$ cat src/sv/pre_pkg.sv
// Package for the polyline ribbon expander: payload structs, widths and codes.
// No dependencies.
`default_nettype none
package pre_pkg;
  localparam int unsigned CoordW = 16;
  localparam int unsigned ThickW = 12;
  localparam int unsigned DiffW = 17;
  localparam int unsigned SqW = 35;
  localparam int unsigned RadW = 51;
  localparam int unsigned LenW = 26;
  localparam int unsigned NumW = 36;
  localparam int unsigned QuoW = 37;
  localparam logic [11:0] ThickReset = 12'd240;
  localparam logic [0:0] AddrThick = 1'b0;

  typedef struct packed {
    logic signed [CoordW-1:0] point_x;
    logic signed [CoordW-1:0] point_y;
    logic end_of_line;
  } point_t;

  typedef struct packed {
    logic signed [CoordW-1:0] vertex_x;
    logic signed [CoordW-1:0] vertex_y;
    logic final_vertex;
  } vertex_t;

  // job from front to back: segment to expand
  typedef struct packed {
    logic signed [CoordW-1:0] qx;
    logic signed [CoordW-1:0] qy;
    logic signed [CoordW-1:0] px;
    logic signed [CoordW-1:0] py;
    logic eol;
  } seg_t;
endpackage
`default_nettype wire

$ cat src/sv/pre_queue.sv
// Two-entry queue for segment jobs between the front and back ends.
// Depends on pre_pkg.
`default_nettype none
module pre_queue (
  input  wire logic clk_i,
  input  wire logic rst_ni,
  input  wire pre_pkg::seg_t in_i,
  input  wire logic in_valid_i,
  output logic in_ready_o,
  output pre_pkg::seg_t out_o,
  output logic out_valid_o,
  input  wire logic out_ready_i
);
  import pre_pkg::*;
  seg_t mem_q [2];
  logic wp_q, rp_q;
  logic [1:0] cnt_q;
  logic wr, rd;

  assign in_ready_o = cnt_q != 2'd2;
  assign out_valid_o = cnt_q != 2'd0;
  assign out_o = mem_q[rp_q];
  assign wr = in_valid_i && in_ready_o;
  assign rd = out_valid_o && out_ready_i;

  always_ff @(posedge clk_i) begin
    if (wr) mem_q[wp_q] <= in_i;
  end

  always_ff @(posedge clk_i or negedge rst_ni) begin
    if (!rst_ni) begin
      wp_q <= 1'b0;
      rp_q <= 1'b0;
      cnt_q <= '0;
    end else begin
      if (wr) wp_q <= !wp_q;
      if (rd) rp_q <= !rp_q;
      cnt_q <= cnt_q + {1'b0, wr} - {1'b0, rd};
    end
  end
endmodule
`default_nettype wire

$ cat config.mk
export PLATFORM = sky130hd
export DESIGN_NAME = pre_queue
export DESIGN_NICKNAME = d
export VERILOG_FILES = /design/src/sv/pre_pkg.sv /design/src/sv/pre_queue.sv
export SDC_FILE = /design/constraint.sdc
export NUM_CORES = 1
export LEC_CHECK = 0
export ABC_AREA = 1
export BUFFER_PORTS_ARGS = -buffer_cell sky130_fd_sc_hd__buf_2
export CORE_AREA = 2 2 113 93
export DETAILED_ROUTE_END_ITERATION = 6
export DIE_AREA = 0 0 115 95
export PLACE_DENSITY = 0.78
export SYNTH_ARGS = -nofsm -noshare
export SYNTH_HDL_FRONTEND = slang
export SYNTH_SLANG_ARGS = --single-unit
$ cat constraint.sdc
create_clock -name clk_i -period 4.3 [get_ports clk_i]
set_input_delay 0.43 -clock clk_i [delete_from_list [all_inputs] [get_ports clk_i]]
set_output_delay 0.43 -clock clk_i [all_outputs]
set_load 0.005 [all_outputs]
* Yosys cells after proc, flatten, opt, wreduce, memory -nomap -nowiden
Memories as Yosys holds them, arrays and structs flattened. Index checks and enable logic that the tools add are counted.
Storage, ports and cells: output and inout port bits 67, memories kept 1, word-level logic and storage cells 14, register bits after elaboration 4, input bits 69, bits in writable memories 130
Memory list:
- mem_q | depth 2, bits a word 65, read ports 1, clocked after memory_dff 0, wr ports 1, RTL line pre_queue.sv:15 | seg_t mem_q [2];
Operators by class: add/sub/neg operators 2, equality and inequality tests 1, reductions and logical operators 5, multiplexer cells 2
Operator list (count):
- 2-bit by 1-bit adder with 2-bit output | 1
- 1-bit logical AND | 2
- 1-bit logical NOT | 2
- 1-bit 2-to-1 mux | 2
- 2-bit != test (second input constant) | 1
- 2-bit nonzero test | 1
- 2-bit by 1-bit subtractor with 2-bit output | 1

* Depth between registers and ports, before layout
Gate-level depths: netlist (run 1).
depth in word-level cells 4, gate-level depth with buffers 12

* Worst setup path before layout (run 1)
OpenSTA, ideal clock, no wires.
path type register to register, start register cnt_q[1], end memory mem_q[1][0] in the netlist's numbering (enable), setup slack 0.418 ns, buffers on the path 0, stages on the path, launching flop included 4, arrival 3.392 ns, setup time 0.490 ns, cells stage by stage dfrtp_1 -> nand2_1 -> nand2_1 -> nor2_1
On the way: cells in the longest elaborated chain, start to end 4
Ends and longest elaborated chain:
- start, declared | RTL line pre_queue.sv:17 | logic [1:0] cnt_q;
- start signal, assigned | RTL line pre_queue.sv:38 | cnt_q <= cnt_q + {1'b0, wr} - {1'b0, rd};
- 2-bit != test | RTL line pre_queue.sv:20 | assign in_ready_o = cnt_q != 2'd2;
- named net in_ready_o | RTL line pre_queue.sv:9 | output logic in_ready_o,
- 1-bit logical AND | RTL line pre_queue.sv:23 | assign wr = in_valid_i && in_ready_o;
- 1-bit 2-to-1 mux | RTL line pre_queue.sv:27 | if (wr) mem_q[wp_q] <= in_i;
- 1-bit 2-to-1 mux (implied by the code) | RTL line pre_queue.sv:27
- end, declared | RTL line pre_queue.sv:15
The timed path passes the listed nets, and every way through them passes these cells.

==> reports/qor.log, run 1 <==
qor: global_route.met1_layer_usage_reported_by_global_route 0.227
qor: critical_path.setup.worst_path.end_class output pin
qor: layout.n_antenna_cell 0
qor: pwr.sequentialPowerShare 0.428
qor: global_route.grt_overflow_total 0
qor: sta.grt_setup_unrepaired false
qor: synth.yosysUniqueCellTypes 15
qor: critical_path.timing.setup.critical_path_class register to output pin
qor: pwr.clkPwrFrac 0.296
qor: pwr.switching_power 1.33 mW
qor: sta.timing.final.crit_period 2.45 ns
qor: clock_tree.clk_latency 0.40 ns
qor: synth.synth-async-reset-ratio 0.0299
qor: global_route.global_route_total_usage_across_every_layer 0.183
qor: synth.synthesis.instances 371
qor: layout.utilization 0.633
qor: pwr.max-vdd-ir-drop 0.000556 V
qor: hold_path.hold_class primary input to register
qor: sta.worst_slew_pin_slew 1.15 ns
qor: critical_path.setup.worst_path.start_class register
qor: critical_path.worst_ep_arrival_time 2.02 ns
qor: layout.drive_gt1_frac 0.314
qor: sta.timing_max_transition_violations_final 0
qor: routing.postRouteAntennaNets 0
qor: sta.timing.setup.tns 0 ns
qor: sta.slew_headroom 0.232
qor: sta.max_freq 409 MHz
qor: pwr.comb_power_share 0.276
qor: clock_tree.cts_sinks 134
qor: floorplanning.number_of_i_o_pins 136
qor: clock_tree.numCtsBuffers 17
qor: clock_tree.post_cts_resize_count 0
qor: placement.gp_routability_congestion 0.774
qor: routing.vias_per_cell 4.75
qor: pwr.leakage 2.74 nW
qor: critical_path.critPathMaxFanout 66
qor: clock_tree.post_cts_hold_buffer_count 1
qor: clock_tree.clock_tree.htree_level_count 4
qor: synth.yosys_warnings 0
qor: synth.synthesized_area_per_cell 13.4 sq um
qor: layout.layout-area-overhead-vs-synth 26.1%
qor: synth.post_synth_instance_area 4970 sq um
qor: synth.nets_in_the_synthesized_netlist 441
qor: layout.finalNetCount 585
qor: pwr.netSwitchingFraction 0.304
qor: global_route.global_route.usage.met3 0.0815
qor: routing.dr.first_iter.drc_count 167
qor: routing.drcViolationCount 0
qor: global_route.antenna_found_initial 0
qor: critical_path.crit_required 3.87 ns
qor: floorplanning.num_rows 33
qor: placement.detailed_place.area 5730 sq um
qor: routing.routed_wire_length_per_instance 14.8 microns
qor: layout.finish.instance_area 6270 sq um
qor: floorplanning.initial_core_util 0.502
qor: placement.hpwlAfterDp 5920 microns
qor: global_route.wire_length_of_the_first_global_routing_pass 14700 microns
qor: floorplanning.core_area 9910 sq um
qor: global_route.first_global_vias 3063
qor: floorplanning.die_outline_area 10900 sq um
qor: pwr.internal_portion_of_total_power 3.03 mW
qor: clock_tree.ctsRootBufferMaster clkbuf_16
qor: global_route.global_route.usage.met2 0.292
qor: synth.ys.flop_type edfxtp_1
qor: floorplanning.floorplan.die.width 115 microns
qor: routing.drt_pre_antenna_iters 4
qor: synth.count_of_flip_flops_with_a_built_in_enable_after_synthesis 130
qor: sta.fin_crit_share 0.569
qor: synth.synth_seq_cells 134
qor: layout.n_fill_cell 757
qor: run_status.run_status completed
qor: global_route.pin_count_of_the_biggest_net_entering_global_routing 67
qor: clock_tree.worst_setup_hold_path_clk_slew 0.05 ns
qor: clock_tree.post_cts.repair.setup_buffers 0
qor: routing.routed_wl 9620 microns
qor: run.maxCapViolations 0
qor: floorplanning.chipHeight 95 microns
qor: sta.timing.final.setup_violations 0
qor: sta.fin_skew 0.00683 ns
qor: pwr.pwr_density_cell 695 nW/um^2
qor: routing.route.vias.total 3089
qor: placement.number_of_input_and_output_port_buffers_inserted 135
qor: clock_tree.cts-root-to-sink-buffers 2
qor: sta.report.final.hold_viol_count 0
qor: synth.ys_seq_area_frac 0.805
qor: sta.timing.hold.ws 0.218 ns
qor: global_route.gr-max-usage-layer met2
qor: clock_tree.cts_tree built
## stage by stage
| step | total power, mW | worst slack [ns] | std cells |
|---|---|---|---|
| after floorplan | 2.63 | 0.418 | 371 |
| after global placement | 3.08 | 1.94 | 617 |
| after detailed placement | 3.12 | 1.87 | 617 |
| after CTS | 4.42 | 1.78 | 650 |
| after global routing | 4.63 | 1.63 | 650 |
| final | 4.36 | 1.85 | 650 |
## power by group through the flow
stage | Sequential, mW | Clock [mW] | Combinational, mW
after floorplan | 1.90 | 0 | 0.731
after global placement | 1.87 | 0 | 1.20
after detailed placement | 1.89 | 0 | 1.23
after CTS | 1.87 | 1.32 | 1.24
after global routing | 1.89 | 1.38 | 1.37
final | 1.86 | 1.29 | 1.20
## cells by family after synthesis
logic type                 Yosys count  synth area share
and+or+nand+nor                    211             0.160
DFF                                134             0.805
buffers and inverters               22            0.0284
AOI/OAI and AO/OA                    2           0.00201
xor gates and xnor gates             1           0.00176
adders and majority gates            1           0.00252
## path summary, 6_finish.rpt
kind | startpoint | endpoint | slack, ns | cells past startpoint
min in group asynchronous | rst_ni | wp_q | 0.37 | 2
worst min-delay path | in_i[31] | mem_q[0][31] | 0.22 | 1
worst min register to register | cnt_q[0] | cnt_q[0] | 0.56 | 1
worst max register to register | cnt_q[1] | mem_q[1][52] | 1.91 | 4
worst max-delay path | rp_q | out_o[37] | 1.85 | 4
max in group asynchronous | rst_ni | rp_q | 3.80 | 2
## synthesized netlist by cell type, types with 2 or more instances
cell type,count,area share
nand2_1,204,0.15
edfxtp_1,130,0.79
buf_4,7,0.011
inv_1,7,0.0053
nor2_1,5,0.0038
buf_6,4,0.0091
dfrtp_1,4,0.020
buf_2,2,0.0020
nand3_1,2,0.0020
## cell usage in the layout, fill, tap and decap left out, types with 3 or more instances in the layout
cell type	n
clkinv_2	4
dfrtp_1	3
buf_4	3
inv_1	7
buf_2	135
clkbuf_16	17
edfxtp_1	130
nor2_1	3
nand2_1	204
clkbuf_1	7
## metal layers
layer,share of wire,up-vias
li1,-,1535
met3,0.086,10
met1,0.42,1442
met5,0,-
met2,0.48,102
met4,0.0082,0
## cell type report
cell class	count	area [sq um]	share of cell area
clock buffer	26	479	0.0764
clock inverter	6	53.8	0.00858
inverter	8	30.0	0.00479
multi-input combinational	215	841	0.134
sequential	134	4010	0.639
tap	122	153	0.0243
timing repair buffer	139	708	0.113
## sequential cells by signal, summed over array words and instances (netlist names)
register / flops
cnt_q: 2
rp_q: 1
mem_q: 130
wp_q: 1
## worst max-delay path, stage by stage, from the launching register on
cell	delay (ns)
dfrtp_2	0.40
inv_2	0.82
nand2_1	0.15
nand2_1	0.10
buf_2	0.11
Power figures use the tool's default switching activity.
==> inputs of run 2 (changes only) <==
- clock period: 4.3 -> 2.45 ns (I/O delays scaled with it)
==> run 2 against run 1 <==
Compared with the run above:
- combinational power rose by 79%
- utilization rose by 1.2 points
- sequential share of layout area fell by 1.2 points
- via count fell by 0.36%
- die area did not move
- clock skew fell by 0.0026 ns
- register-to-register slack got worse by 1.2 ns
- flip-flop and latch count did not move
==> reports/qor.log, run 2 (synthesis results as in run 1) <==
qor: critical_path.reg2reg_setup_slack 0.73 ns [-1.18 ns]
qor: clock_tree.post_cts_hold_buffer_count 1 [unchanged]
qor: critical_path.timing.setup.critical_path_class register to output pin
qor: routing.dr.first_iter.drc_count 168 [+0.60%]
qor: hold_path.min_to mem_q[1][11]
qor: routing.routed_wire_length_per_instance 13.8 microns [-6.6%]
qor: layout.most_frequent_standard_cell_in_the_layout_excluding_fill_and_tap_cells nand2_1
qor: layout.n_fill_cell 730 [-3.6%]
qor: sta.max_freq 520 MHz
qor: layout.utilization 0.645 [+0.0124]
qor: sta.fin_skew 0.00423 ns [-0.00260 ns]
qor: run_status.run_status completed
qor: layout.max_flop_register mem_q
qor: clock_tree.cts_sinks 134 [unchanged]
qor: floorplanning.chipHeight 95 microns [unchanged]
qor: layout.finalNetCount 589 [+0.68%]
qor: pwr.pwr_density_cell 1250 nW/um^2 [+80%]
qor: hold_path.worst_hold_path_cell_count 1 [unchanged]
qor: layout.largest_registers mem_q (130), cnt_q (2)
qor: routing.drcViolationCount 0 [unchanged]
qor: floorplanning.number_of_i_o_pins 136 [unchanged]
qor: critical_path.ff2ff_path_depth 4 [unchanged]
qor: floorplanning.num_rows 33 [unchanged]
qor: critical_path.setup.worst_path.end_class output pin
qor: layout.drive_gt1_frac 0.329 [+0.0146]
qor: routing.route.vias.total 3078 [-0.36%]
qor: critical_path.reg2reg_from cnt_q[1]
qor: pwr.leakage 2.80 nW [+2.0%]
qor: global_route.antenna_found_initial 0 [unchanged]
qor: clock_tree.cts-root-to-sink-buffers 2 [unchanged]
qor: critical_path.crit-reg2reg-capture mem_q[0][45]
qor: clock_tree.ctsRootBufferMaster clkbuf_16
qor: placement.placed_cells_incl_taps 621 [+0.65%]
qor: floorplanning.floorplan.die.width 115 microns [unchanged]
qor: pwr.max-vdd-ir-drop 0.000622 V [+12%]
qor: sta.report.final.hold_viol_count 0 [unchanged]
qor: clock_tree.clock_tree.htree_level_count 4 [unchanged]
qor: global_route.wire_length_of_the_first_global_routing_pass 13600 microns [-7.7%]
qor: sta.timing.final.setup_violations 0 [unchanged]
qor: placement.gp_routability_congestion 0.748 [-3.3%]
qor: floorplanning.initial_core_util 0.502 [unchanged]
qor: placement.detailed_place.area 5770 sq um [+0.74%]
qor: global_route.grt_overflow_total 0 [unchanged]
qor: layout.layout-area-overhead-vs-synth 28.6%
qor: global_route.global_route_total_usage_across_every_layer 0.168 [-0.0149]
qor: critical_path.setup.worst_path.start_class register
qor: sta.fin_crit_share 0.785
qor: sta.timing_max_transition_violations_final 0 [unchanged]
qor: hold_path.hold_path.startpoint in_i[11]
qor: clock_tree.worst_setup_hold_path_clk_slew 0.06 ns [about the same]
qor: floorplanning.die_outline_area 10900 sq um [unchanged]
qor: clock_tree.post_cts_resize_count 0 [unchanged]
qor: layout.most-common-layout-cells nand2_1 (204), buf_2 (135), edfxtp_1 (130)
qor: clock_tree.numCtsBuffers 17 [unchanged]
qor: routing.drt_pre_antenna_iters 5 [+1]
qor: routing.routed_wl 9040 microns [-6.0%]
qor: floorplanning.core_area 9910 sq um [unchanged]
qor: sta.grt_setup_unrepaired false
qor: critical_path.critPathMaxFanout 65 [-1.5%]
qor: global_route.first_global_vias 2798 [-8.7%]
qor: sta.slew_headroom 0.550 [+0.318]
qor: hold_path.hold_class primary input to register
qor: run.maxCapViolations 0 [unchanged]
qor: layout.layoutNonFillerInstCount 654 [+0.62%]
qor: clock_tree.clk_latency 0.40 ns [about the same]
qor: routing.vias_per_cell 4.71 [-0.97%]
qor: placement.hpwlAfterDp 5880 microns [-0.66%]
qor: clock_tree.post_cts.repair.setup_buffers 0 [unchanged]
qor: layout.n_antenna_cell 0 [unchanged]
qor: global_route.pin_count_of_the_biggest_net_entering_global_routing 66 [-1.5%]
qor: critical_path.worst_ep_arrival_time 1.68 ns [-0.34 ns]
qor: layout.finish.instance_area 6390 sq um [+2.0%]
qor: clock_tree.cts_tree built
qor: critical_path.crit_required 2.20 ns [-1.67 ns]
qor: sta.worst_slew_pin_slew 0.675 ns [-0.477 ns]
qor: layout.largest_register_ff_count 130 [unchanged]
qor: routing.postRouteAntennaNets 0 [unchanged]
qor: sta.timing.final.crit_period 1.92 ns
qor: placement.number_of_input_and_output_port_buffers_inserted 135 [unchanged]
[run 2: cell types whose count changed in the layout (fill, tap and decap cells not counted), sizes merged]
cell      change
clkbuf        -7
clkinvlp      +2
bufinv        +3
buf           +4
clkinv        +1
inv           +1
[run 2: worst max-delay path by stage]
stage | from | end
floorplan | cnt_q[1] | mem_q[1][0]
global placement | cnt_q[0] | mem_q[0][59]
detailed placement | cnt_q[1] | mem_q[0][13]
CTS | rp_q | out_o[57]
global route | rp_q | out_o[31]
finish | rp_q | out_o[52]
[run 2: worst max-delay path, stage by stage, from the launching register on]
cell and delay [ns]:
dfrtp_2 0.36, buf_4 0.54, nand2_1 0.11, nand2_1 0.12, buf_2 0.11
[run 2: per-layer routing]
metal	vias to the layer above	global-route usage	wire, microns
met3	7	0.0674	698
met5	-	0	0
met4	0	0.0622	63
met1	1418	0.213	3880
met2	114	0.264	4400
li1	1539	-	-
[run 2: area by class of cell]
| class | instances | area (sq um) | area share |
|---|---|---|---|
| inverters | 8 | 30.0 | 0.00470 |
| multi-input cells | 215 | 841 | 0.132 |
| well taps | 122 | 153 | 0.0239 |
| clock inverters | 13 | 180 | 0.0282 |
| repair buffers | 143 | 751 | 0.117 |
| flip-flops and latches | 134 | 4010 | 0.627 |
| clock buffers | 19 | 433 | 0.0677 |
[run 2: per-stage QoR]
stage | hold slack [ns] | setup TNS, ns | power, mW | worst slack [ns]
4_1_cts | 0.0158 | 0 | 8.08 | 0.493
3_5_place_dp | 0.0579 | 0 | 5.50 | 0.740
3_3_place_gp | 0.0549 | 0 | 5.44 | 0.831
5_1_grt | 0.0131 | 0 | 8.46 | 0.385
2_1_floorplan | -0.0506 | -44.04 | 4.59 | -0.347
6_report | 0.0310 | 0 | 7.99 | 0.526
[run 2: power by group]
part	leakage (nW)	internal [mW]	switching, mW
Combinational	1.25	0.789	1.36
Clock	0.295	1.70	0.879
Sequential	1.25	3.13	0.132
