--- config.mk ---
export PLATFORM = sky130hd
export DESIGN_NAME = pre_front_flat
export DESIGN_NICKNAME = d
export VERILOG_FILES = /design/src/sv/pre_pkg.sv /design/src/sv/pre_if.sv /design/src/sv/pre_front.sv /design/src/flat_wrapper.sv
export SDC_FILE = /design/constraint.sdc
export NUM_CORES = 1
export LEC_CHECK = 0
export ABC_AREA = 1
export BUFFER_PORTS_ARGS = -buffer_cell sky130_fd_sc_hd__buf_2
export CORE_UTILIZATION = 45
export DETAILED_ROUTE_END_ITERATION = 10
export GPL_TIMING_DRIVEN = 0
export PLACE_DENSITY = 0.81
export RECOVER_POWER = 100
export SLEW_MARGIN = 15
export SYNTH_ARGS = -nofsm -noshare
export SYNTH_HDL_FRONTEND = slang
export SYNTH_SLANG_ARGS = --single-unit
export TNS_END_PERCENT = 100
--- constraint.sdc ---
create_clock -name clk_i -period 1.8 [get_ports clk_i]
set_input_delay 0.09 -clock clk_i [delete_from_list [all_inputs] [get_ports clk_i]]
set_output_delay 0.09 -clock clk_i [all_outputs]
set_load 0.01 [all_outputs]
--- src/sv/pre_pkg.sv ---
// Package for the polyline ribbon expander: payload structs, widths and codes.
// No dependencies.
`default_nettype none
package pre_pkg;
  localparam int unsigned CoordW = 16;
  localparam int unsigned ThickW = 12;
  localparam int unsigned DiffW = 17;
  localparam int unsigned SqW = 35;
  localparam int unsigned RadW = 51;
  localparam int unsigned LenW = 26;
  localparam int unsigned NumW = 36;
  localparam int unsigned QuoW = 37;
  localparam logic [11:0] ThickReset = 12'd240;
  localparam logic [0:0] AddrThick = 1'b0;

  typedef struct packed {
    logic signed [CoordW-1:0] point_x;
    logic signed [CoordW-1:0] point_y;
    logic end_of_line;
  } point_t;

  typedef struct packed {
    logic signed [CoordW-1:0] vertex_x;
    logic signed [CoordW-1:0] vertex_y;
    logic final_vertex;
  } vertex_t;

  // job from front to back: segment to expand
  typedef struct packed {
    logic signed [CoordW-1:0] qx;
    logic signed [CoordW-1:0] qy;
    logic signed [CoordW-1:0] px;
    logic signed [CoordW-1:0] py;
    logic eol;
  } seg_t;
endpackage
`default_nettype wire

--- src/sv/pre_if.sv ---
// Valid/ready stream interfaces for points and strip vertices.
// Depends on pre_pkg for the payload structs.
`default_nettype none
interface pre_point_if;
  import pre_pkg::*;
  logic valid;
  logic ready;
  point_t data;
  modport source (output valid, output data, input ready);
  modport sink (input valid, input data, output ready);
endinterface

`default_nettype wire

--- src/sv/pre_front.sv ---
// Front end: accepts points, tracks the previous point, issues segment jobs.
// Depends on pre_pkg and pre_if.
`default_nettype none
module pre_front (
  input  wire logic clk_i,
  input  wire logic rst_ni,
  pre_point_if.sink pt,
  output pre_pkg::seg_t job_o,
  output logic job_valid_o,
  input  wire logic job_ready_i
);
  import pre_pkg::*;
  logic have_q, have_d;
  logic signed [CoordW-1:0] prev_x_q, prev_y_q;
  logic acc;

  assign pt.ready = job_ready_i;
  assign acc = pt.valid && job_ready_i;
  assign job_valid_o = pt.valid && have_q;
  assign job_o = '{qx: prev_x_q, qy: prev_y_q, px: pt.data.point_x,
                   py: pt.data.point_y, eol: pt.data.end_of_line};

  always_comb begin
    have_d = have_q;
    if (acc) have_d = !pt.data.end_of_line;
  end

  always_ff @(posedge clk_i or negedge rst_ni) begin
    if (!rst_ni) begin
      have_q <= 1'b0;
      prev_x_q <= '0;
      prev_y_q <= '0;
    end else begin
      have_q <= have_d;
      if (acc && (have_q || !pt.data.end_of_line)) begin
        prev_x_q <= pt.data.point_x;
        prev_y_q <= pt.data.point_y;
      end
    end
  end
endmodule
`default_nettype wire

--- src/flat_wrapper.sv ---
// flat-port wrapper written by rule: the top's interface ports become plain ports
module pre_front_flat import pre_pkg::*;
  (clk_i, rst_ni, job_o, job_valid_o, job_ready_i, pt_valid, pt_data, pt_ready);
  pre_point_if pt_i ();
  input  wire logic clk_i;
  input  wire logic rst_ni;
  output pre_pkg::seg_t job_o;
  output logic job_valid_o;
  input  wire logic job_ready_i;
  input wire logic [$bits(pt_i.valid)-1:0] pt_valid;
  input wire logic [$bits(pt_i.data)-1:0] pt_data;
  output wire logic [$bits(pt_i.ready)-1:0] pt_ready;
  assign pt_i.valid = pt_valid;
  assign pt_i.data = pt_data;
  assign pt_ready = pt_i.ready;
  pre_front u_core (.clk_i(clk_i), .rst_ni(rst_ni), .pt(pt_i), .job_o(job_o), .job_valid_o(job_valid_o), .job_ready_i(job_ready_i));
endmodule
# Word-level counts from Yosys, hierarchy flattened
# Index checks and enable logic that the tools add are counted.
totals:
  regBits: 33
  latch_bits: 0
  mem_bits_rw: 0
  romBits: 0
  inputBits: 37
  out_inout_bits: 67
  word_cells: 8
  n_memories: 0
classes:
  addsub: 0
  mul: 0
  n_div: 0
  n_lt_le_gt_ge: 0
  eq_ne: 0
  n_shift: 0
  muxes: 0
  bitwise: 0
  n_reduce_logical: 5
ops:
  columns: ["operator", "n"]
  rows:
  - ["logical AND 1 bit", 3]
  - ["logical NOT 1 bit", 1]
  - ["logical OR 1 bit", 1]

# Logic depth before layout (Yosys ltp)
# Gate-level depths: netlist (run 1).
depth:
  ltp_word: 3
  ltp_mapped: 6
  depth_no_buf: 5

# Worst setup path after synthesis (run 1)
# OpenSTA, ideal clock, no wires.
synth_path:
  path_type: "reg-to-reg"
  from: "reg u_core.have_q"
  to: "reg u_core.prev_x_q[0]"
  setup_ns: 0.117
  arrival_time_ns: 0.781
  required_ns: 1.683
  setup_slack_ns: 0.903
  path_stages_with_launch: 6
  path_buffers: 1
  synth_period_minus_slack_ns: 0.897
  cell_sequence: "dfrtp_1 > inv_2 > nand2_4 > buf_4 > nand3_1 > nand2_1"
synth_via:
  elab_chain_len: 2
synth_lines:
  columns: ["item", "line", "text"]
  rows:
  - ["start, declared", "pre_front.sv:13", "logic have_q, have_d;"]
  - ["start signal, assigned", "pre_front.sv:34", "have_q <= have_d;"]
  - ["logical OR 1 bit", "pre_front.sv:35", "if (acc && (have_q || !pt.data.end_of_line)) begin"]
  - ["logical AND 1 bit", "pre_front.sv:35", null]
  - ["end signal, assigned", "pre_front.sv:36", "prev_x_q <= pt.data.point_x;"]
  - ["end, declared", "pre_front.sv:14", "logic signed [CoordW-1:0] prev_x_q, prev_y_q;"]
# No other way between the ends.
# A chain may end at the register's enable or synchronous reset.

# Worst setup path after layout (run 1)
layout_path:
  from: "reg u_core.have_q"
  to: "reg u_core.prev_y_q[8]"
layout_via:
  elab_chain_len: 2
layout_lines:
  columns: ["item", "line", "text"]
  rows:
  - ["logical OR 1 bit", "pre_front.sv:35", null]
  - ["logical AND 1 bit", "pre_front.sv:35", null]
  - ["end signal, assigned", "pre_front.sv:37", "prev_y_q <= pt.data.point_y;"]
  - ["end, declared", "pre_front.sv:14", null]
# No other way between the ends.

==> summary.txt, run 1 <==
CTS
  – Clk root buf: clkbuf_4
  – Max clock buf depth: 2
  – # resized after CTS: 0
  – Clk slew on worst S/H paths: 100 ps
  – Clock Sinks: 33
  – CTS tree: yes
  – Number of buffers created by CTS: 5
  – Worst skew pair latency: 330 ps
  – H-Tree Depth: 2

Min path
  – Hold Path Sink: u_core.prev_x_q[10]$_DFFE_PN0P_
  – Hold Path Depth: 3
  – Hold Startpoint: pt_data[27]
  – Hold Path Class: in -> reg

Critical path
  – Reg-to-reg endpoint: u_core.prev_y_q[8]$_DFFE_PN0P_
  – Crit path DAT: 1430 ps
  – Critical path fanouts, max: 10
  – Critical Path Max Stage Delay: 370 ps
  – Setup crit start kind: register
  – Critical path type: reg -> reg
  – R2R setup slack: 590 ps
  – CP cell instances: inv_1 > nand2_1 > nand2_1 > buf_6 > nand2_1 > nand2_1
  – WP data required: 2030 ps
  – Reg2reg start: u_core.have_q$_DFFE_PN0P_
  – CP most frequent cell: nand2_1
  – Critical path capture point type: register
  – CP max stage cell: dfrtp_1
  – Reg2Reg Depth: 6

Logic synthesis
  – Syn nets: 218
  – Share of the synthesized area in the top cell type: 51.1%
  – Post-synth EDFFs: 0
  – Synth Area per Inst: 8.92 um^2
  – Synthesized instance count: 181
  – Top post-synthesis cells by area: dfrtp_1 51%, buf_4 18%, nand2_1 15%
  – Fraction of registers with async set or reset after synthesis: 100%
  – Seq cells post-synth: 33
  – Distinct cells, synth: 12
  – Synth warn: 0
  – Top post-synthesis cells by count: 66 x nand2_1, 38 x buf_4, 33 x dfrtp_1, 32 x nand3_1, 3 x buf_6
  – Top FF cell, synth: dfrtp_1
  – Post-synthesis cell area: 0.00162 mm^2
  – Sequential cell area fraction in the yosys report: 51.1%
  – Top-count cell post-synth: nand2_1
  – Cell accounting for the most synthesized area: dfrtp_1

Finish
  – Ant diodes: 0
  – Post-route cell area: 0.00234 mm^2
  – Area Growth Syn to Fin: 44.7%
  – Final Instance Count excl. Fillers: 356
  – FILL cells: 312
  – Layout cells sized above 1: 28.7%
  – Layout Nets: 347

Power
  – Leakage: 0.00126 uW
  – Power Total: 1920 uW
  – Peak VDD IR: 0.512 mV
  – Pwr/cell area: 823 mW/mm^2

Floorplan
  – Core area: 0.00339 mm^2
  – Die width: 61.9 um
  – I/O pins: 104
  – Rows: 21
  – Initial Util: 47.7%
  – Die H: 61.9 um
  – Die ar.: 0.00383 mm^2

Routing
  – 1st-pass router iterations: 4
  – Detailed-route DRC error count: 0
  – ANT nets after route: 0
  – Via count: 1567
  – WL final: 4040 um
  – Iteration-0 DRC Markers: 103
  – Routed length per placed instance: 11.4 um
  – Vias per cell: 4.40

Placement
  – Cells after DPL: 330
  – Post-detail-place hpwl: 2660 um
  – I/O Buffers: 103
  – Routability cong.: 0.774
  – DP Area: 0.00219 mm^2

STA
  – RSZ-0062 raised after global routing: false
  – Min Hold Slack: 8.03 ps
  – TNS Setup: 0 ps
  – Slew HR: 46.3%
  – # setup viols final: 0
  – Pins Over Slew Limit: 0
  – Final period utilization: 67.0%
  – Final Hold Vio Count: 0
  – Min cycle time layout: 1210 ps
  – Setup Skew: 5.19 ps
  – Peak Freq: 0.830 GHz
  – Worst-Margin Slew: 806 ps

Run
  – Max_cap viols: 0

GRT
  – Grt total ovfl: 0
  – Largest net degree at the start of global routing: 34
  – Initial antenna violation count: 0
  – Global-route wire length before repair: 5780 um
  – GRT Util Overall: 21.6%
  – Vias in the first global route: 1311

Status
  – Outcome: finished, final reports clean
==> final cells by class <==
cell class,count,area [um^2],area share [%]
Buffer,43,334,14.3
Clock buffer,7,55.1,2.36
Inverter,3,13.8,0.589
Multi-Input combinational cell,102,427,18.3
Sequential cell,33,826,35.3
Tap cell,46,57.6,2.46
Timing Repair Buffer,122,624,26.7
==> layer usage <==
layer  GRT usage (%)  part of all wire [%]  up-vias
li1                -                     -      794
met1            25.7                    43      712
met2            35.9                    51       59
met3            8.07                   5.2        2
met4            7.62                  0.82        0
met5               0                     0        -
==> flip-flops by register name, indices dropped and copies added, names as in the netlist <==
register	flops
u_core.have_q	1
u_core.prev_x_q	16
u_core.prev_y_q	16
==> worst max-delay path: cells and delay by family, from the launching register on <==
kind,cells,cell delay [ps]
and+or+nand+nor,4,480
buffers and inverters,2,250
DFF,1,370
==> where the power goes <==
group          total (uW)  switching, uW  internal [uW]
clock network         417            232            184
logic                 564            318            246
registers             944           70.8            873
==> cells in the final DEF, fill, tap and decap left out <==
cell	n
nand2_1	68
clkbuf_1	66
buf_4	38
buf_2	35
dfrtp_1	33
nand3_1	32
dlygate4sd3_1	19
clkbuf_4	7
buf_6	3
clkbuf_2	3
inv_1	2
nand2_2	1
inv_4	1
o21ai_0	1
clkbuf_8	1
==> kinds of logic after synthesis <==
logic type / after synthesis / share of synthesized area (%)
AOI/OAI and AO/OA: 1 / 0.310
DFF: 33 / 51.1
and+or+nand+nor: 101 / 27.0
buffers and inverters: 46 / 21.5
==> timing repair <==
action,4_1_cts,5_1_grt
buffers inserted,0,0
hold buffers,16,3
endpoints found under the hold margin,48,3
==> through the flow <==
stage,setup WS [ps],util (%)
3_3_place_gp,843,64.6
6_report,595,69.0
4_1_cts,700,70.9
5_1_grt,501,69.0
3_5_place_dp,823,64.6
2_1_floorplan,903,-
==> how the worst max path moves through the flow <==
stage / to / slack (ps) / start
3_5_place_dp: u_core.prev_y_q[7]$_DFFE_PN0P_ / 820 / u_core.have_q$_DFFE_PN0P_
4_1_cts: job_o[7] / 700 / pt_data[7]
5_1_grt: u_core.prev_x_q[12]$_DFFE_PN0P_ / 500 / u_core.have_q$_DFFE_PN0P_
2_1_floorplan: u_core.prev_x_q[0]$_DFFE_PN0P_ / 900 / u_core.have_q$_DFFE_PN0P_
3_3_place_gp: u_core.prev_x_q[12]$_DFFE_PN0P_ / 840 / u_core.have_q$_DFFE_PN0P_
6_report: u_core.prev_y_q[8]$_DFFE_PN0P_ / 590 / u_core.have_q$_DFFE_PN0P_
(Power assumes the default switching activity.)
==> run 2, diff against run 1 <==
--- a/config.mk
+++ b/config.mk
@@ -5,12 +5,12 @@
 export SDC_FILE = /design/constraint.sdc
 export NUM_CORES = 1
 export LEC_CHECK = 0
-export ABC_AREA = 1
+export ABC_AREA = 0
 export BUFFER_PORTS_ARGS = -buffer_cell sky130_fd_sc_hd__buf_2
-export CORE_UTILIZATION = 45
+export CORE_UTILIZATION = 37
 export DETAILED_ROUTE_END_ITERATION = 10
 export GPL_TIMING_DRIVEN = 0
-export PLACE_DENSITY = 0.81
+export PLACE_DENSITY = 0.73
 export RECOVER_POWER = 100
 export SLEW_MARGIN = 15
 export SYNTH_ARGS = -nofsm -noshare
==> constraint.sdc (replaced) <==
create_clock -name clk_i -period 1 [get_ports clk_i]
set_input_delay 0.05 -clock clk_i [delete_from_list [all_inputs] [get_ports clk_i]]
set_output_delay 0.05 -clock clk_i [all_outputs]
set_load 0.01 [all_outputs]
==> summary.txt, run 2 <==
Status
  – Outcome: finished, violations left (was finished, final reports clean)
  – Failing checks: setup timing

Logic synthesis
  – Top post-synthesis cells by area: dfrtp_1 55%, mux2_2 22%, buf_4 17% (was dfrtp_1 51%, buf_4 18%, nand2_1 15%)
  – Distinct cells, synth: 10 (was 12)
  – Synth Area per Inst: 14.0 um^2 (was 8.92 um^2)
  – Share of the synthesized area in the top cell type: 54.5% (was 51.1%)
  – Post-synth EDFFs: 0 (unchanged)
  – Post-synthesis cell area: 0.00151 mm^2 (was 0.00162 mm^2)
  – Seq cells post-synth: 33 (unchanged)
  – Top post-synthesis cells by count: 34 x buf_4, 33 x dfrtp_1, 30 x mux2_2, 3 x buf_6 (was 66 x nand2_1, 38 x buf_4, 33 x dfrtp_1, 32 x nand3_1, 3 x buf_6)
  – Cell accounting for the most synthesized area: dfrtp_1 (unchanged)
  – Sequential cell area fraction in the yosys report: 54.5% (was 51.1%)
  – Syn nets: 145 (was 218)
  – Synth warn: 0 (unchanged)
  – Top FF cell, synth: dfrtp_1 (unchanged)
  – Top-count cell post-synth: buf_4 (was nand2_1)
  – Fraction of registers with async set or reset after synthesis: 100% (unchanged)
  – Synthesized instance count: 108 (was 181)

CTS
  – Clk root buf: clkbuf_8 (was clkbuf_4)
  – Clk slew on worst S/H paths: 60 ps (was 100 ps)
  – CTS tree: yes (unchanged)
  – Clock Sinks: 33 (unchanged)
  – Worst skew pair latency: 270 ps (was 330 ps)
  – Number of buffers created by CTS: 5 (unchanged)
  – H-Tree Depth: 2 (unchanged)
  – Max clock buf depth: 2 (unchanged)

Routing
  – Met2 WL: 1630 um (was 2070 um)
  – Via count: 1183 (was 1567)
  – Routed length per placed instance: 11.9 um (was 11.4 um)
  – Metal3 WL: 305 um (was 209 um)
  – Vias per cell: 4.32 (was 4.40)
  – WL final: 3270 um (was 4040 um)
  – 1st-pass router iterations: 3 (was 4)
  – Met1 WL: 1280 um (was 1730 um)
  – Detailed-route DRC error count: 0 (unchanged)
  – Iteration-0 DRC Markers: 21 (was 103)
  – Top Layer Used: met4 (unchanged)
  – ANT nets after route: 0 (unchanged)

GRT
  – GRT Util Overall: 15.1% (was 21.6%)
  – Global-route wire length before repair: 4760 um (was 5780 um)
  – Vias in the first global route: 1079 (was 1311)
  – Largest net degree at the start of global routing: 34 (unchanged)
  – Initial antenna violation count: 0 (unchanged)
  – Grt total ovfl: 0 (unchanged)

STA
  – Min cycle time layout: 1300 ps (was 1210 ps)
  – Peak Freq: 0.769 GHz (was 0.830 GHz)
  – Slew HR: 52.7% (was 46.3%)
  – TNS Setup: -9290 ps (was 0 ps)
  – Worst-Margin Slew: 709 ps (was 806 ps)
  – Setup Skew: 4.80 ps (was 5.19 ps)
  – Pins Over Slew Limit: 0 (unchanged)
  – # setup viols final: 33 (was 0)
  – Setup ws final: -301 ps (was 595 ps)
  – Final Hold Vio Count: 0 (unchanged)
  – Final period utilization: 130% (was 67.0%)
  – RSZ-0062 raised after global routing: true (was false)

Floorplan
  – Rows: 22 (was 21)
  – Initial Util: 39.9% (was 47.7%)
  – Die width: 66.0 um (was 61.9 um)
  – Die ar.: 0.00435 mm^2 (was 0.00383 mm^2)
  – I/O pins: 104 (unchanged)
  – Die H: 66.0 um (was 61.9 um)
  – Core area: 0.00380 mm^2 (was 0.00339 mm^2)

Finish
  – Biggest regs: u_core.prev_x_q x16, u_core.prev_y_q x16, u_core.have_q x1 (unchanged)
  – Layout Nets: 263 (was 347)
  – Most frequent cells in the layout: 67 x clkbuf_1, 37 x buf_2, 36 x buf_4 (was 68 x nand2_1, 66 x clkbuf_1, 38 x buf_4)
  – Final Instance Count excl. Fillers: 274 (was 356)
  – FILL cells: 360 (was 312)
  – Layout cells sized above 1: 53.5% (was 28.7%)
  – Area Growth Syn to Fin: 48.6% (was 44.7%)
  – Ant diodes: 0 (unchanged)
  – Final Util: 59.2% (was 69.0%)
  – Commonest non-fill, non-tap cell in the layout: clkbuf_1 (was nand2_1)

Critical path
  – Critical path fanouts, max: 8 (was 10)
  – Crit path DAT: 1450 ps (was 1430 ps)
  – Critical Path Max Stage Delay: 360 ps (was 370 ps)
  – Reg2reg start: u_core.have_q$_DFFE_PN0P_ (unchanged)
  – CP max stage cell: dfrtp_1 (unchanged)
  – R2R setup slack: -300 ps (was 590 ps)
  – Reg-to-reg endpoint: u_core.prev_x_q[15]$_DFFE_PN0P_ (was u_core.prev_y_q[8]$_DFFE_PN0P_)
  – CP Launch Point: u_core.have_q$_DFFE_PN0P_ (unchanged)
  – Reg2Reg Depth: 5 (was 6)
  – Critical path type: reg -> reg (unchanged)
  – Critical path capture point type: register (unchanged)
  – Setup crit start kind: register (unchanged)
  – CP cell instances: inv_2 > a21oi_4 > buf_12 > clkbuf_16 > mux2_4 (was inv_1 > nand2_1 > nand2_1 > buf_6 > nand2_1 > nand2_1)
  – WP data required: 1150 ps (was 2030 ps)

Power
  – Pwr/cell area: 1710 mW/mm^2 (was 823 mW/mm^2)
  – Power Total: 3840 uW (was 1920 uW)
  – Leakage: 0.00107 uW (was 0.00126 uW)
  – Peak VDD IR: 0.939 mV (was 0.512 mV)

Placement
  – Place WS: -293 ps (was 823 ps)
  – Routability cong.: 0.738 (was 0.774)
  – I/O Buffers: 103 (unchanged)
  – Cells after DPL: 259 (was 330)
  – Post-detail-place hpwl: 2300 um (was 2660 um)

Min path
  – Hold Path Class: in -> reg (unchanged)
  – Hold Path Depth: 2 (was 3)
  – Hold Startpoint: pt_data[29] (was pt_data[27])
  – Hold Path Sink: u_core.prev_x_q[12]$_DFFE_PN0P_ (was u_core.prev_x_q[10]$_DFFE_PN0P_)

Run
  – Max_cap viols: 0 (unchanged)
## run 2: changes by cell type in the layout (fill, tap and decap cells not counted), moves of 3 or more
cell and delta:
clkbuf_8 +5, mux2_2 +20, nand2_1 -66, clkbuf_4 -7, clkbuf_2 -3, mux2_4 +12
nand3_1 -32, dlygate4sd3_1 -18
## run 2: layer usage
metal  track usage (%)  vias to the layer above
met1              15.3                      552
li1                  -                      560
met4              8.78                        0
met5                 0                        -
met2              26.5                       64
met3              5.17                        7
## run 2: cell type report
class | instances | area [um^2] | area share [%]
sequential | 33 | 826 | 36.7
buffer | 37 | 297 | 13.2
multi-input combinational | 37 | 440 | 19.6
clock buffer | 7 | 86.3 | 3.84
inverter | 1 | 3.75 | 0.167
tap | 48 | 60.1 | 2.67
timing repair buffer | 111 | 537 | 23.9
## run 2: through the flow
step | cell area (um^2) | hold slack, ps
after CTS | 2220 | 10.5
final | 2250 | 21.7
after global placement | 2090 | 150
after detailed placement | 2090 | 156
after global routing | 2250 | 13.2
after floorplan | 1510 | -246
## run 2: how the worst max path moves through the flow
stage               slack (ps)                               to
finish                    -300  u_core.prev_x_q[15]$_DFFE_PN0P_
global route              -340   u_core.prev_y_q[9]$_DFFE_PN0P_
CTS                       -270   u_core.prev_x_q[8]$_DFFE_PN0P_
detailed placement        -290   u_core.prev_x_q[8]$_DFFE_PN0P_
global placement          -270   u_core.prev_x_q[0]$_DFFE_PN0P_
floorplan                 -190   u_core.prev_x_q[0]$_DFFE_PN0P_
## run 2: timing repair
item | in CTS | in global routing
pin swaps | 0 | 1
hold endpoints to repair | 33 | 0
cloned | 0 | 3
setup buffers | 3 | 2
setup endpoints to repair | 33 | 33
gates resized for setup | 4 | 18
hold buffers | 1 | 0
## run 2: cells by family after synthesis
group                  count (synthesis)  share of synthesized area, %
buffers and inverters                 38                          19.3
flip-flops                            33                          54.5
multiplexers                          32                          23.8
AND/OR/NAND/NOR                        3                         0.910
AO/OA/AOI/OAI                          2                          1.40
## run 2: power by group
| group | switching [uW] | leakage [uW] | internal (uW) |
|---|---|---|---|
| registers | 144 | 0.000389 | 1610 |
| logic | 510 | 0.000637 | 610 |
| clock network | 414 | 0.0000443 | 545 |
| total | 1070 | 0.00107 | 2770 |
## run 2: worst max-delay path: cells and delay by family (launching register included)
kind / cells / cell delay [ps]
buf+inv: 3 / 360
compound gates: 1 / 160
flops: 1 / 360
mux: 1 / 290
==> run 3, diff against run 2 <==
==> constraint.sdc (replaced) <==
create_clock -name clk_i -period 1 [get_ports clk_i]
set_input_delay 0.05 -clock clk_i [delete_from_list [all_inputs] [get_ports clk_i]]
set_output_delay 0.05 -clock clk_i [all_outputs]
set_load 0.02 [all_outputs]
==> summary.txt, run 3 (synthesized netlist as in run 2, its figures left out) <==
Status
  – Outcome: finished, violations left (unchanged)
  – Failing checks: setup timing (unchanged)

Run
  – Max_cap viols: 0 (unchanged)

Critical path
  – Crit path DAT: 1460 ps (was 1450 ps)
  – Critical path type: reg -> reg (unchanged)
  – Setup crit start kind: register (unchanged)
  – Critical path capture point type: register (unchanged)
  – Critical path fanouts, max: 8 (unchanged)
  – WP data required: 1160 ps (was 1150 ps)

GRT
  – Global-route wire length before repair: 4760 um (unchanged)
  – Largest net degree at the start of global routing: 34 (unchanged)
  – Grt total ovfl: 0 (unchanged)
  – Initial antenna violation count: 0 (unchanged)
  – GRT Util Overall: 15.1% (unchanged)
  – Vias in the first global route: 1079 (unchanged)

Routing
  – Via count: 1180 (was 1183)
  – Iteration-0 DRC Markers: 17 (was 21)
  – Detailed-route DRC error count: 0 (unchanged)
  – Vias per cell: 4.31 (was 4.32)
  – ANT nets after route: 0 (unchanged)
  – WL final: 3250 um (was 3270 um)
  – Routed length per placed instance: 11.9 um (about the same)
  – 1st-pass router iterations: 4 (was 3)

STA
  – Pins Over Slew Limit: 0 (unchanged)
  – Final period utilization: 130% (about the same)
  – Min cycle time layout: 1300 ps (about the same)
  – # setup viols final: 33 (unchanged)
  – Setup Skew: 4.07 ps (was 4.80 ps)
  – Worst-Margin Slew: 709 ps (about the same)
  – RSZ-0062 raised after global routing: true (unchanged)
  – Slew HR: 52.8% (was 52.7%)
  – Final Hold Vio Count: 0 (unchanged)
  – Setup ws final: -299 ps (was -301 ps)
  – Peak Freq: 0.770 GHz (was 0.769 GHz)

Power
  – Leakage: 0.00114 uW (was 0.00107 uW)
  – Power Total: 4160 uW (was 3840 uW)
  – Combinational power share: 34.7% (was 29.2%)
  – Sequential power share: 42.3% (was 45.8%)
  – Sw Ratio: 32.1% (was 27.8%)
  – Peak VDD IR: 1.09 mV (was 0.939 mV)
  – Clock power frac: 23.0% (was 25.0%)
  – Internal power: 2820 uW (was 2770 uW)
  – Pwr/cell area: 1820 mW/mm^2 (was 1710 mW/mm^2)
  – Net Sw Power: 1340 uW (was 1070 uW)

CTS
  – Clk slew on worst S/H paths: 60 ps (about the same)
  – H-Tree Depth: 2 (unchanged)
  – Max clock buf depth: 2 (unchanged)
  – Clock Sinks: 33 (unchanged)
  – Number of buffers created by CTS: 5 (unchanged)
  – Worst skew pair latency: 270 ps (about the same)
  – CTS tree: yes (unchanged)
  – Clk root buf: clkbuf_8 (unchanged)

Finish
  – Area Growth Syn to Fin: 50.8% (was 48.6%)
  – Layout Nets: 263 (unchanged)
  – FILL cells: 346 (was 360)
  – Most frequent cells in the layout: 45 x clkbuf_1, 36 x buf_4, 36 x buf_2 (was 67 x clkbuf_1, 37 x buf_2, 36 x buf_4)
  – Final Util: 60.1% (was 59.2%)
  – Ant diodes: 0 (unchanged)
  – Commonest non-fill, non-tap cell in the layout: clkbuf_1 (unchanged)
  – Layout cells sized above 1: 63.3% (was 53.5%)
  – Biggest regs: u_core.prev_x_q x16, u_core.prev_y_q x16, u_core.have_q x1 (unchanged)

Placement
  – Post-detail-place hpwl: 2300 um (unchanged)
  – Routability cong.: 0.738 (unchanged)
  – I/O Buffers: 103 (unchanged)

Min path
  – Hold Path Class: in -> reg (unchanged)

Floorplan
  – I/O pins: 104 (unchanged)
  – Rows: 22 (unchanged)
  – Die H: 66.0 um (unchanged)
  – Initial Util: 39.9% (unchanged)
  – Die width: 66.0 um (unchanged)
  – Core area: 0.00380 mm^2 (unchanged)
  – Die ar.: 0.00435 mm^2 (unchanged)
==> run 3: path summary, 6_finish.rpt <==
kind,start,end,slack (ps),cells past startpoint
setup / recovery,u_core.have_q$_DFFE_PN0P_,u_core.prev_y_q[7]$_DFFE_PN0P_,-300,5
hold / removal,pt_data[23],u_core.prev_x_q[6]$_DFFE_PN0P_,20,2
setup reg to reg,u_core.have_q$_DFFE_PN0P_,u_core.prev_y_q[7]$_DFFE_PN0P_,-300,5
hold reg to reg,u_core.prev_x_q[4]$_DFFE_PN0P_,u_core.prev_x_q[4]$_DFFE_PN0P_,510,1
max in group asynchronous,rst_ni,u_core.prev_y_q[15]$_DFFE_PN0P_,180,2
min in group asynchronous,rst_ni,u_core.prev_x_q[7]$_DFFE_PN0P_,360,2
==> run 3: what timing repair did <==
action / in CTS / in global routing
buffers inserted: 3 / 2
endpoints found under the setup margin: 33 / 33
gates resized for setup: 6 / 18
hold endpoints to repair: 33 / 0
pin swaps: 0 / 1
gates cloned: 0 / 3
hold buffers: 1 / 0
==> run 3: final cells by class <==
type / instances / area [um^2] / share of cell area [%]
Inverter: 1 / 3.75 / 0.164
Tap cell: 48 / 60.1 / 2.63
Buffer: 37 / 297 / 13.0
Timing Repair Buffer: 111 / 571 / 25.0
Multi-Input combinational cell: 37 / 440 / 19.3
Clock buffer: 7 / 86.3 / 3.78
Sequential cell: 33 / 826 / 36.2
==> run 3: critical path, cell delays in order (launching register included) <==
cell and delay (ps):
dfrtp_1 360, inv_2 60, a21oi_4 160, buf_12 150
buf_6 130, mux2_2 330
==> run 3: per-stage QoR <==
stage,cells,TNS (ps),setup slack (ps),hold slack (ps),cell area [um^2]
floorplan,108,-5730,-189,-246,1510
global placement,259,-8090,-272,150,2090
detailed placement,259,-8480,-293,156,2090
CTS,270,-8160,-274,10.5,2230
global route,274,-10680,-343,13.2,2280
finish,274,-9240,-299,23.4,2280
==> run 3: layer usage <==
metal / track usage, % / up-vias / routed length (um)
met5: 0 / - / 0
met4: 8.78 / 0 / 46
met3: 5.17 / 5 / 280
met2: 26.5 / 62 / 1630
met1: 15.3 / 552 / 1300
li1: - / 561 / -
==> run 3: power groups by stage <==
stage / sequential, uW / clock, uW / combinational (uW)
final: 1760 / 955 / 1440
after global routing: 1800 / 1080 / 1540
after CTS: 1740 / 1020 / 1410
after detailed placement: 1760 / 0 / 1370
after global placement: 1750 / 0 / 1350
after floorplan: 2110 / 0 / 506
